**src/hdl/serial_line_editor_core_assert.svh**
```systemverilog
// Assertion macros for the line editor RTL.
`ifndef SERIAL_LINE_EDITOR_CORE_ASSERT_SVH
`define SERIAL_LINE_EDITOR_CORE_ASSERT_SVH

// Same-cycle implication, checked at every rising clock edge outside reset.
`define SLE_ASSERT_IMPLY(lbl, clk, rst, pre, post, msg) \
  lbl: assert property (@(posedge clk) disable iff (rst) (pre) |-> (post)) \
    else $error(msg);

// Next-cycle implication, checked at every rising clock edge outside reset.
`define SLE_ASSERT_NEXT(lbl, clk, rst, pre, post, msg) \
  lbl: assert property (@(posedge clk) disable iff (rst) (pre) |=> (post)) \
    else $error(msg);

`endif

```
**src/hdl/sle_pkg.sv**
```systemverilog
package sle_pkg;

  // Default line store depth
  localparam int LINE_DEPTH_DEF = 32;

  // Field widths
  localparam int CHAR_W    = 7;
  localparam int IN_W      = 8;
  localparam int LEN_W     = 6;
  localparam int CFG_W     = 6;
  localparam int CFG_IDX_W = 2;
  localparam int TDATA_W   = 24;
  localparam int TUSER_W   = 2;

  // Result tdata bit positions, lowest field first
  localparam int TD_ECHO_VALID = 0;
  localparam int TD_ECHO_LSB   = 1;
  localparam int TD_LINE_VALID = 8;
  localparam int TD_LINE_LSB   = 9;
  localparam int TD_LEN_LSB    = 16;

  // Received byte mask and control characters
  localparam logic [IN_W-1:0]   CHAR_MASK = 8'h7F;
  localparam logic [CHAR_W-1:0] CH_NUL    = 7'd0;
  localparam logic [CHAR_W-1:0] CH_BS     = 7'd8;
  localparam logic [CHAR_W-1:0] CH_LF     = 7'd10;
  localparam logic [CHAR_W-1:0] CH_CR     = 7'd13;
  localparam logic [CHAR_W-1:0] CH_SEMI   = 7'd59;
  localparam logic [CHAR_W-1:0] CH_DEL    = 7'd127;

  // Register indexes
  localparam logic [CFG_IDX_W-1:0] REG_ECHO_ENABLE = 2'd0;
  localparam logic [CFG_IDX_W-1:0] REG_SEMI_ENDS   = 2'd1;
  localparam logic [CFG_IDX_W-1:0] REG_LINE_LIMIT  = 2'd2;

  localparam logic [CFG_W-1:0] LIMIT_RESET = 6'd32;

  typedef enum logic [TUSER_W-1:0] {
    STATUS_LINE = 2'd0,
    STATUS_EOL  = 2'd1,
    STATUS_OVF  = 2'd2
  } status_t;

  typedef enum logic [1:0] {
    CNT_HOLD,
    CNT_INC,
    CNT_DEC,
    CNT_CLR
  } cnt_op_t;

  typedef enum logic [1:0] {
    KIND_STEP,
    KIND_LINE,
    KIND_FINAL
  } out_kind_t;

  // Controller to datapath
  typedef struct packed {
    logic      rx_load;
    logic      ram_wr;
    logic      ram_rd;
    cnt_op_t   cnt_op;
    logic      idx_inc;
    logic      out_load;
    out_kind_t out_kind;
  } cmd_t;

  // Datapath to controller
  typedef struct packed {
    logic is_eol;
    logic is_del;
    logic cnt_zero;
    logic full;
    logic drain_done;
    logic out_free;
  } stat_t;

endpackage

```
**src/hdl/serial_line_editor_core.sv**
```systemverilog
// Serial line editor: edits received characters into lines.
// Input stream s_*: one received byte per transfer in s_tdata[7:0]; bit 7
// is ignored. Output stream m_*: one result per transfer, the status code
// in m_tuser and the final result of each input marked by m_tlast.
// Configuration: cfg_we writes cfg_data into register cfg_index (0 echo
// enable, 1 semicolon ends line, 2 line limit); the user must write only
// while idle, which the block itself does not enforce. The block takes one
// character at a time. After a transfer in, it holds the character in its
// execute state; for an ordinary character, a delete or an overflow it
// presents the result and raises s_tready in the same cycle, once the
// output slot is free. An end of line reads the line store once per held
// character through its single registered read port, a read and a wait state each.
// A result waits in the output register; the block accepts the next
// character meanwhile, and stalls in its sequencer only when it must
// present a new result while the old one has not been taken.
// Synchronous reset empties the line, drops any pending result and
// restores the registers (echo off, semicolon mode off, limit 32).
// The line store needs no clearing pass: only held entries are read.
`include "serial_line_editor_core_assert.svh"

module serial_line_editor_core #(
  parameter int LINE_DEPTH = sle_pkg::LINE_DEPTH_DEF
) (
  input  logic                          clk,
  input  logic                          rst,
  // s_tdata: rx_char[7:0]
  input  logic                          s_tvalid,
  output logic                          s_tready,
  input  logic [sle_pkg::IN_W-1:0]      s_tdata,
  // m_tdata: echo_valid[0], echo_char[7:1], line_valid[8], line_char[15:9],
  //          line_length[21:16], zero[23:22]
  output logic                          m_tvalid,
  input  logic                          m_tready,
  output logic [sle_pkg::TDATA_W-1:0]   m_tdata,
  // m_tuser: status[1:0]
  output logic [sle_pkg::TUSER_W-1:0]   m_tuser,
  output logic                          m_tlast,
  input  logic                          cfg_we,
  input  logic [sle_pkg::CFG_IDX_W-1:0] cfg_index,
  input  logic [sle_pkg::CFG_W-1:0]     cfg_data
);

  sle_pkg::cmd_t               cmd;
  sle_pkg::stat_t              stat;
  sle_pkg::status_t            out_status;
  logic                        out_echo_valid;
  logic [sle_pkg::CHAR_W-1:0]  out_echo_char;
  logic                        out_line_valid;
  logic [sle_pkg::CHAR_W-1:0]  out_line_char;
  logic [sle_pkg::LEN_W-1:0]   out_line_length;

  sle_ctrl u_ctrl (
    .clk     (clk),
    .rst     (rst),
    .in_valid(s_tvalid),
    .in_ready(s_tready),
    .stat    (stat),
    .cmd     (cmd)
  );

  sle_dp #(
    .LINE_DEPTH(LINE_DEPTH)
  ) u_dp (
    .clk            (clk),
    .rst            (rst),
    .cfg_we         (cfg_we),
    .cfg_index      (cfg_index),
    .cfg_data       (cfg_data),
    .rx_char        (s_tdata),
    .out_ready      (m_tready),
    .out_valid      (m_tvalid),
    .out_status     (out_status),
    .out_echo_valid (out_echo_valid),
    .out_echo_char  (out_echo_char),
    .out_line_valid (out_line_valid),
    .out_line_char  (out_line_char),
    .out_line_length(out_line_length),
    .out_last       (m_tlast),
    .cmd            (cmd),
    .stat           (stat)
  );

  // Pack the result fields
  assign m_tdata = {2'b00, out_line_length, out_line_char, out_line_valid,
                    out_echo_char, out_echo_valid};
  assign m_tuser = out_status;

  `SLE_ASSERT_NEXT(a_busy_after_accept, clk, rst, s_tvalid && s_tready, !s_tready,
    "character accepted while the previous one is in work")
  `SLE_ASSERT_IMPLY(a_write_below_limit, clk, rst, cmd.ram_wr, !stat.full && !stat.is_eol,
    "line store written at or past the limit")
  `SLE_ASSERT_IMPLY(a_no_overwrite, clk, rst, cmd.out_load, stat.out_free,
    "pending result overwritten")
  `SLE_ASSERT_IMPLY(a_line_char_eol, clk, rst,
    m_tvalid && m_tdata[sle_pkg::TD_LINE_VALID],
    (m_tuser == sle_pkg::STATUS_EOL) && !m_tlast,
    "line character outside an end-of-line drain")

endmodule

```
**src/hdl/sle_ram.sv**
```systemverilog
module sle_ram #(
  parameter int WIDTH = 7,
  parameter int DEPTH = 32
) (
  input  logic                     clk,
  input  logic                     we,
  input  logic [$clog2(DEPTH)-1:0] waddr,
  input  logic [WIDTH-1:0]         wdata,
  input  logic                     re,
  input  logic [$clog2(DEPTH)-1:0] raddr,
  output logic [WIDTH-1:0]         rdata
);

  logic [WIDTH-1:0] mem [DEPTH];

  // Write port and registered read port
  always_ff @(posedge clk) begin
    if (we) begin
      mem[waddr] <= wdata;
    end
    if (re) begin
      rdata <= mem[raddr];
    end
  end

endmodule

```
**src/hdl/sle_ctrl.sv**
```systemverilog
module sle_ctrl (
  input  logic          clk,
  input  logic          rst,
  input  logic          in_valid,
  output logic          in_ready,
  input  sle_pkg::stat_t stat,
  output sle_pkg::cmd_t  cmd
);

  typedef enum logic [1:0] {
    ST_IDLE,
    ST_EXEC,
    ST_DRAIN_RD,
    ST_DRAIN_WAIT
  } state_t;

  state_t state;
  state_t state_next;

  assign in_ready = (state == ST_IDLE);

  // Decode commands and the next state
  always_comb begin
    cmd          = '0;
    cmd.cnt_op   = sle_pkg::CNT_HOLD;
    cmd.out_kind = sle_pkg::KIND_STEP;
    state_next   = state;
    case (state)
      ST_IDLE: begin
        if (in_valid) begin
          cmd.rx_load = 1'b1;
          state_next  = ST_EXEC;
        end
      end
      ST_EXEC: begin
        if (stat.out_free) begin
          if (stat.is_eol) begin
            if (stat.cnt_zero) begin
              cmd.out_load = 1'b1;
              cmd.out_kind = sle_pkg::KIND_FINAL;
              cmd.cnt_op   = sle_pkg::CNT_CLR;
              state_next   = ST_IDLE;
            end else begin
              cmd.ram_rd = 1'b1;
              state_next = ST_DRAIN_RD;
            end
          end else if (stat.is_del) begin
            cmd.out_load = 1'b1;
            cmd.cnt_op   = stat.cnt_zero ? sle_pkg::CNT_HOLD : sle_pkg::CNT_DEC;
            state_next   = ST_IDLE;
          end else if (stat.full) begin
            cmd.out_load = 1'b1;
            state_next   = ST_IDLE;
          end else begin
            cmd.ram_wr   = 1'b1;
            cmd.out_load = 1'b1;
            cmd.cnt_op   = sle_pkg::CNT_INC;
            state_next   = ST_IDLE;
          end
        end
      end
      ST_DRAIN_RD: begin
        // read data is ready and the output slot was free when it was issued
        cmd.out_load = 1'b1;
        cmd.out_kind = sle_pkg::KIND_LINE;
        cmd.idx_inc  = 1'b1;
        state_next   = ST_DRAIN_WAIT;
      end
      ST_DRAIN_WAIT: begin
        if (stat.out_free) begin
          if (stat.drain_done) begin
            cmd.out_load = 1'b1;
            cmd.out_kind = sle_pkg::KIND_FINAL;
            cmd.cnt_op   = sle_pkg::CNT_CLR;
            state_next   = ST_IDLE;
          end else begin
            cmd.ram_rd = 1'b1;
            state_next = ST_DRAIN_RD;
          end
        end
      end
      default: begin
        state_next = ST_IDLE;
      end
    endcase
  end

  // Hold state
  always_ff @(posedge clk) begin
    if (rst) begin
      state <= ST_IDLE;
    end else begin
      state <= state_next;
    end
  end

endmodule

```
**src/hdl/sle_dp.sv**
```systemverilog
module sle_dp #(
  parameter int LINE_DEPTH = sle_pkg::LINE_DEPTH_DEF
) (
  input  logic                            clk,
  input  logic                            rst,
  input  logic                            cfg_we,
  input  logic [sle_pkg::CFG_IDX_W-1:0]   cfg_index,
  input  logic [sle_pkg::CFG_W-1:0]       cfg_data,
  input  logic [sle_pkg::IN_W-1:0]        rx_char,
  input  logic                            out_ready,
  output logic                            out_valid,
  output sle_pkg::status_t                out_status,
  output logic                            out_echo_valid,
  output logic [sle_pkg::CHAR_W-1:0]      out_echo_char,
  output logic                            out_line_valid,
  output logic [sle_pkg::CHAR_W-1:0]      out_line_char,
  output logic [sle_pkg::LEN_W-1:0]       out_line_length,
  output logic                            out_last,
  input  sle_pkg::cmd_t                   cmd,
  output sle_pkg::stat_t                  stat
);

  localparam int CNT_W  = $clog2(LINE_DEPTH + 1);
  localparam int ADDR_W = $clog2(LINE_DEPTH);
  localparam logic [sle_pkg::CFG_W-1:0] DEPTH_LIM = sle_pkg::CFG_W'(LINE_DEPTH);

  logic                          echo_enable;
  logic                          semi_ends;
  logic [sle_pkg::CFG_W-1:0]     line_limit;
  logic [sle_pkg::CHAR_W-1:0]    rx_c;
  logic [CNT_W-1:0]              count;
  logic [CNT_W-1:0]              idx;
  logic [sle_pkg::CHAR_W-1:0]    rd_data;
  logic [sle_pkg::CFG_W-1:0]     limit_eff;
  logic                          is_eol;
  logic                          is_del;
  logic                          cnt_zero;
  logic                          full;
  sle_pkg::status_t              status_next;
  logic                          echo_valid_next;
  logic [sle_pkg::CHAR_W-1:0]    echo_char_next;
  logic                          line_valid_next;
  logic [sle_pkg::CHAR_W-1:0]    line_char_next;
  logic [sle_pkg::LEN_W-1:0]     line_length_next;
  logic                          last_next;

  // Configuration registers
  always_ff @(posedge clk) begin
    if (rst) begin
      echo_enable <= 1'b0;
      semi_ends   <= 1'b0;
      line_limit  <= sle_pkg::LIMIT_RESET;
    end else if (cfg_we) begin
      case (cfg_index)
        sle_pkg::REG_ECHO_ENABLE: echo_enable <= cfg_data[0];
        sle_pkg::REG_SEMI_ENDS:   semi_ends   <= cfg_data[0];
        sle_pkg::REG_LINE_LIMIT:  line_limit  <= cfg_data;
        default: ;
      endcase
    end
  end

  // Capture the received character, top bit dropped
  always_ff @(posedge clk) begin
    if (cmd.rx_load) begin
      rx_c <= sle_pkg::CHAR_W'(rx_char & sle_pkg::CHAR_MASK);
    end
  end

  // Classify the held character
  always_comb begin
    is_eol    = (rx_c == sle_pkg::CH_NUL) || (rx_c == sle_pkg::CH_LF) ||
                (rx_c == sle_pkg::CH_CR) || (semi_ends && (rx_c == sle_pkg::CH_SEMI));
    is_del    = (rx_c == sle_pkg::CH_BS) || (rx_c == sle_pkg::CH_DEL);
    limit_eff = (line_limit > DEPTH_LIM) ? DEPTH_LIM : line_limit;
    cnt_zero  = (count == '0);
    full      = (sle_pkg::CFG_W'(count) >= limit_eff);
  end

  assign stat.is_eol     = is_eol;
  assign stat.is_del     = is_del;
  assign stat.cnt_zero   = cnt_zero;
  assign stat.full       = full;
  assign stat.drain_done = (idx == count);
  assign stat.out_free   = !out_valid || out_ready;

  // Line count and drain index
  always_ff @(posedge clk) begin
    if (rst) begin
      count <= '0;
    end else begin
      case (cmd.cnt_op)
        sle_pkg::CNT_INC: count <= count + 1'b1;
        sle_pkg::CNT_DEC: count <= count - 1'b1;
        sle_pkg::CNT_CLR: count <= '0;
        default: ;
      endcase
    end
  end

  always_ff @(posedge clk) begin
    if (rst || cmd.rx_load) begin
      idx <= '0;
    end else if (cmd.idx_inc) begin
      idx <= idx + 1'b1;
    end
  end

  sle_ram #(
    .WIDTH(sle_pkg::CHAR_W),
    .DEPTH(LINE_DEPTH)
  ) u_line_store (
    .clk  (clk),
    .we   (cmd.ram_wr),
    .waddr(count[ADDR_W-1:0]),
    .wdata(rx_c),
    .re   (cmd.ram_rd),
    .raddr(idx[ADDR_W-1:0]),
    .rdata(rd_data)
  );

  // Output valid flag: set on load, drop on transfer
  always_ff @(posedge clk) begin
    if (rst) begin
      out_valid <= 1'b0;
    end else if (cmd.out_load) begin
      out_valid <= 1'b1;
    end else if (out_ready) begin
      out_valid <= 1'b0;
    end
  end

  // Select the next result payload
  always_comb begin
    echo_valid_next  = 1'b0;
    echo_char_next   = '0;
    line_valid_next  = 1'b0;
    line_char_next   = '0;
    line_length_next = '0;
    last_next        = 1'b1;
    status_next      = sle_pkg::STATUS_LINE;
    case (cmd.out_kind)
      sle_pkg::KIND_LINE: begin
        status_next     = sle_pkg::STATUS_EOL;
        line_valid_next = 1'b1;
        line_char_next  = rd_data;
        last_next       = 1'b0;
      end
      sle_pkg::KIND_FINAL: begin
        status_next     = sle_pkg::STATUS_EOL;
        echo_valid_next = echo_enable;
        echo_char_next  = echo_enable ? sle_pkg::CH_LF : '0;
      end
      default: begin
        if (is_del) begin
          if (!cnt_zero) begin
            echo_valid_next  = echo_enable;
            echo_char_next   = echo_enable ? rx_c : '0;
            line_length_next = sle_pkg::LEN_W'(count - 1'b1);
          end
        end else if (full) begin
          status_next      = sle_pkg::STATUS_OVF;
          line_length_next = sle_pkg::LEN_W'(count);
        end else begin
          echo_valid_next  = echo_enable;
          echo_char_next   = echo_enable ? rx_c : '0;
          line_length_next = sle_pkg::LEN_W'(count + 1'b1);
        end
      end
    endcase
  end

  // Output payload
  always_ff @(posedge clk) begin
    if (cmd.out_load) begin
      out_status      <= status_next;
      out_echo_valid  <= echo_valid_next;
      out_echo_char   <= echo_char_next;
      out_line_valid  <= line_valid_next;
      out_line_char   <= line_char_next;
      out_line_length <= line_length_next;
      out_last        <= last_next;
    end
  end

endmodule

```
**config.mk**
```make
export PLATFORM = sky130hd
export DESIGN_NAME = serial_line_editor_core
export DESIGN_NICKNAME = d
export VERILOG_FILES = /design/src/hdl/sle_pkg.sv /design/src/hdl/serial_line_editor_core.sv /design/src/hdl/sle_ram.sv /design/src/hdl/sle_ctrl.sv /design/src/hdl/sle_dp.sv
export VERILOG_INCLUDE_DIRS = /design/src /design/src/hdl
export SDC_FILE = /design/constraint.sdc
export NUM_CORES = 1
export LEC_CHECK = 0
export BUFFER_PORTS_ARGS = -buffer_cell sky130_fd_sc_hd__buf_4
export CAP_MARGIN = 20
export CORE_ASPECT_RATIO = 1.25
export CORE_MARGIN = 3
export CORE_UTILIZATION = 23
export CTS_CLUSTER_DIAMETER = 60
export CTS_CLUSTER_SIZE = 24
export DETAILED_ROUTE_END_ITERATION = 7
export PLACE_DENSITY_LB_ADDON = 0.3
export SLEW_MARGIN = 20
export SYNTH_ARGS = -nofsm -noshare
export SYNTH_HDL_FRONTEND = slang
export SYNTH_SLANG_ARGS = --single-unit
```
**constraint.sdc**
```tcl
create_clock -name clk -period 4.6 [get_ports clk]
set_input_delay 1.38 -clock clk [delete_from_list [all_inputs] [get_ports clk]]
set_output_delay 1.38 -clock clk [all_outputs]
set_load 0.01 [all_outputs]
```
==> flow_summary.yaml <==
finish:
  drive_gt1_share_pct: 30.3
  fin_nets: 788
  final_core_util_pct: 28.0
  syn2layout_area_growth_pct: 19.8
  diodes: 0
placed_design:
  portBuffers: 46
  dp_slack_ns: 0.915
  place_hpwl_mm: 18.0
  gp_congestion: 0.775
routing:
  drtAntennaViolNets: 0
  drt_wl_total_mm: 27.6
  via_per_inst: 4.30
  vias: 6153
  wl_per_cell_um: 19.3
  drt-pass1-iter-count: 4
  drc_errors: 0
  drt_iter0_drc: 323
yosys:
  synth_flop_cell: "edfxtp_1"
  yosysMostFrequentCell: "edfxtp_1"
  synthDistinctLibCells: 69
  yosys_warnings: 0
  syn_inst: 654
  synth-edff-count: 263
  synth_area_sq_um: 11900
  ys_top_cells_by_count: "edfxtp_1 (263), mux4_2 (62), nor2_1 (58)"
  syn_area_per_cell_sq_um: 18.1
  async_reset_ff_share_pct: 0
  synth_top_area_share_pct: 66.6
  ys_seq_elements: 286
  synthTopCellsByArea: "edfxtp_1 (67%), mux4_2 (12%), dfxtp_1 (3.9%), nor2_1 (1.8%), mux4_1 (1.8%)"
  synth_seq_area_share_pct: 70.5
  synth_top_area_cell: "edfxtp_1"
worst_setup_path:
  cp-end-kind: "register"
  worstPathMaxFanout: 12
  worst-r2r-cell-count: 10
  arrival_ns: 3.77
  crit_required_ns: 4.86
  r2r_start: "u_dp.count[0]"
  cp-endpoint: "u_dp.u_line_store.mem[18][1]"
  setup.worst_path.start_class: "register"
  r2r_setup_slack_ns: 1.09
  r2r_end: "u_dp.u_line_store.mem[18][1]"
  critPathLaunch: "u_dp.count[0]"
  critPathKind: "register to register"
cts:
  cts_setup_buffers: 0
  clk-insertion-delay-late_ns: 0.55
  clkSlewWorstSetupHoldPaths_ns: 0.07
  cts_tree: "built"
  ctsHoldBuffers: 0
  post_cts_resized: 0
  clock_sinks: 286
  cts_made_buffers: 26
  root_buffer: "clkbuf_16"
  clock_path_buffers: 3
  ctsHtreeMaxLevel: 1
floorplanning:
  dieWidth_um: 209
  start_util_pct: 23.4
  row_count: 92
  core_region_area_sq_um: 50800
  io_pins: 50
  dieArea_sq_um: 54300
  die_h_um: 260
timing:
  setup_tns_ns: 0
  finalSetupViolCount: 0
  fin_crit_ns: 3.51
  finalCritPeriodShare_pct: 76.3
  rsz0062_at_grt: "false"
  hold_viol_final: 0
  slew_headroom_pct: 41.0
  fin_skew_ns: 0.0172
  tightest_slew_ns: 0.885
  worst_slack_ns: 1.09
  clock.fmax_ghz: 0.285
  final_max_slew_viol_count: 0
power:
  p_leak_nw: 4.55
  peakVddDrop_uv: 179
  total_power_w: 0.00542
  pwr_density_cell_nw_per_um2: 381
global_route:
  grt_pass1_wl_mm: 41.0
  grt_max_degree: 60
  grt_usage_pct: 10.0
  grt_pass1_vias: 6309
  grt_antenna_before_repair: 0
  grt_overflow: 0
worst_hold_path:
  min_path_type: "register to register"
flow_run:
  cap_viol_max_count: 0
outcome:
  status: "complete, no violations"
-- flip-flops by register name, indices dropped and copies added (netlist names) --
name,cells
u_dp.u_line_store.mem,224
u_dp.out_echo_char,7
u_dp.out_line_char,7
u_dp.rx_c,7
u_dp.u_line_store.rdata,7
u_dp.count,6
u_dp.idx,6
u_dp.line_limit,6
u_dp.out_line_length,6
u_ctrl.state,2
u_dp.out_status,2
u_dp.echo_enable,1
u_dp.out_echo_valid,1
u_dp.out_last,1
u_dp.out_line_valid,1
u_dp.out_valid,1
u_dp.semi_ends,1
-- per-stage QoR --
stage	cells	hold WS, ns	instance area [sq um]
2_1_floorplan	655	0.452	11900
3_3_place_gp	1384	0.470	13300
3_5_place_dp	1384	0.480	13300
4_1_cts	1431	0.498	14200
5_1_grt	1431	0.542	14200
6_report	1431	0.495	14200
-- where the power goes --
group | switching (W) | total, W | internal, W
Sequential | 0.0000258 | 0.00290 | 0.00288
Combinational | 0.000168 | 0.000268 | 0.000100
Clock | 0.00109 | 0.00225 | 0.00116
-- worst max-delay path: stages, from the launching register on --
cell and delay [ns]:
dfxtp_1 0.31, buf_4 0.18, inv_1 0.14, ha_1 0.30, nand2b_1 0.14, a31oi_1 0.23, o21ai_1 0.28, nor3b_2 0.53
nand2_1 0.51, nor2_1 0.37, buf_4 0.21
-- worst min path at each step --
stage	startpoint	to	cells past startpoint
2_1_floorplan	u_dp.semi_ends	u_dp.semi_ends	2
3_3_place_gp	u_dp.line_limit[0]	u_dp.line_limit[0]	2
3_5_place_dp	u_dp.line_limit[0]	u_dp.line_limit[0]	2
4_1_cts	u_dp.line_limit[0]	u_dp.line_limit[0]	2
5_1_grt	u_dp.line_limit[0]	u_dp.line_limit[0]	2
6_report	u_dp.line_limit[0]	u_dp.line_limit[0]	2
-- cell families after synthesis --
group / count (synthesis) / share of synthesized area, %
muxes: 87 / 15.1
DFF: 286 / 70.5
adders and majority gates: 13 / 1.37
xor gates and xnor gates: 12 / 0.886
buffers and inverters: 44 / 1.88
other: 1 / 0.0316
and+or+nand+nor: 156 / 6.72
AOI/OAI and AO/OA: 55 / 3.56
-- per-layer routing --
layer / vias up / GRT usage (%) / wire length, um
li1: 2833 / - / -
met1: 3178 / 12.6 / 11700
met2: 106 / 17.8 / 14300
met3: 36 / 1.45 / 1010
met4: 0 / 3.20 / 582
met5: - / 0 / 0
-- cell type report --
class	instances	area (sq um)
tap	658	823
clock buffer	29	693
sequential	286	8360
timing repair buffer	108	811
multi-input combinational	325	3280
fill	5022	36600
clock inverter	18	210
inverter	7	26.3
-- layout by cell type (no fill, tap or decap), types with 4 or more instances in the layout --
cell type,instances
xor2_1,4
nand3_1,10
edfxtp_1,263
dfxtp_1,21
nor2_1,58
mux4_1,8
mux2i_1,9
inv_1,6
mux4_2,62
nor3_1,10
nand2b_1,5
buf_4,108
or3_1,4
nand2_1,22
ha_1,13
nand3b_1,5
xnor2_1,8
clkbuf_16,27
a21oi_1,6
a21o_1,7
a211oi_1,4
and2_1,14
nand4_1,5
mux2_2,8
inv_8,4
a221oi_1,5
inv_6,4
No activity file was read; power rests on OpenSTA's default activity.
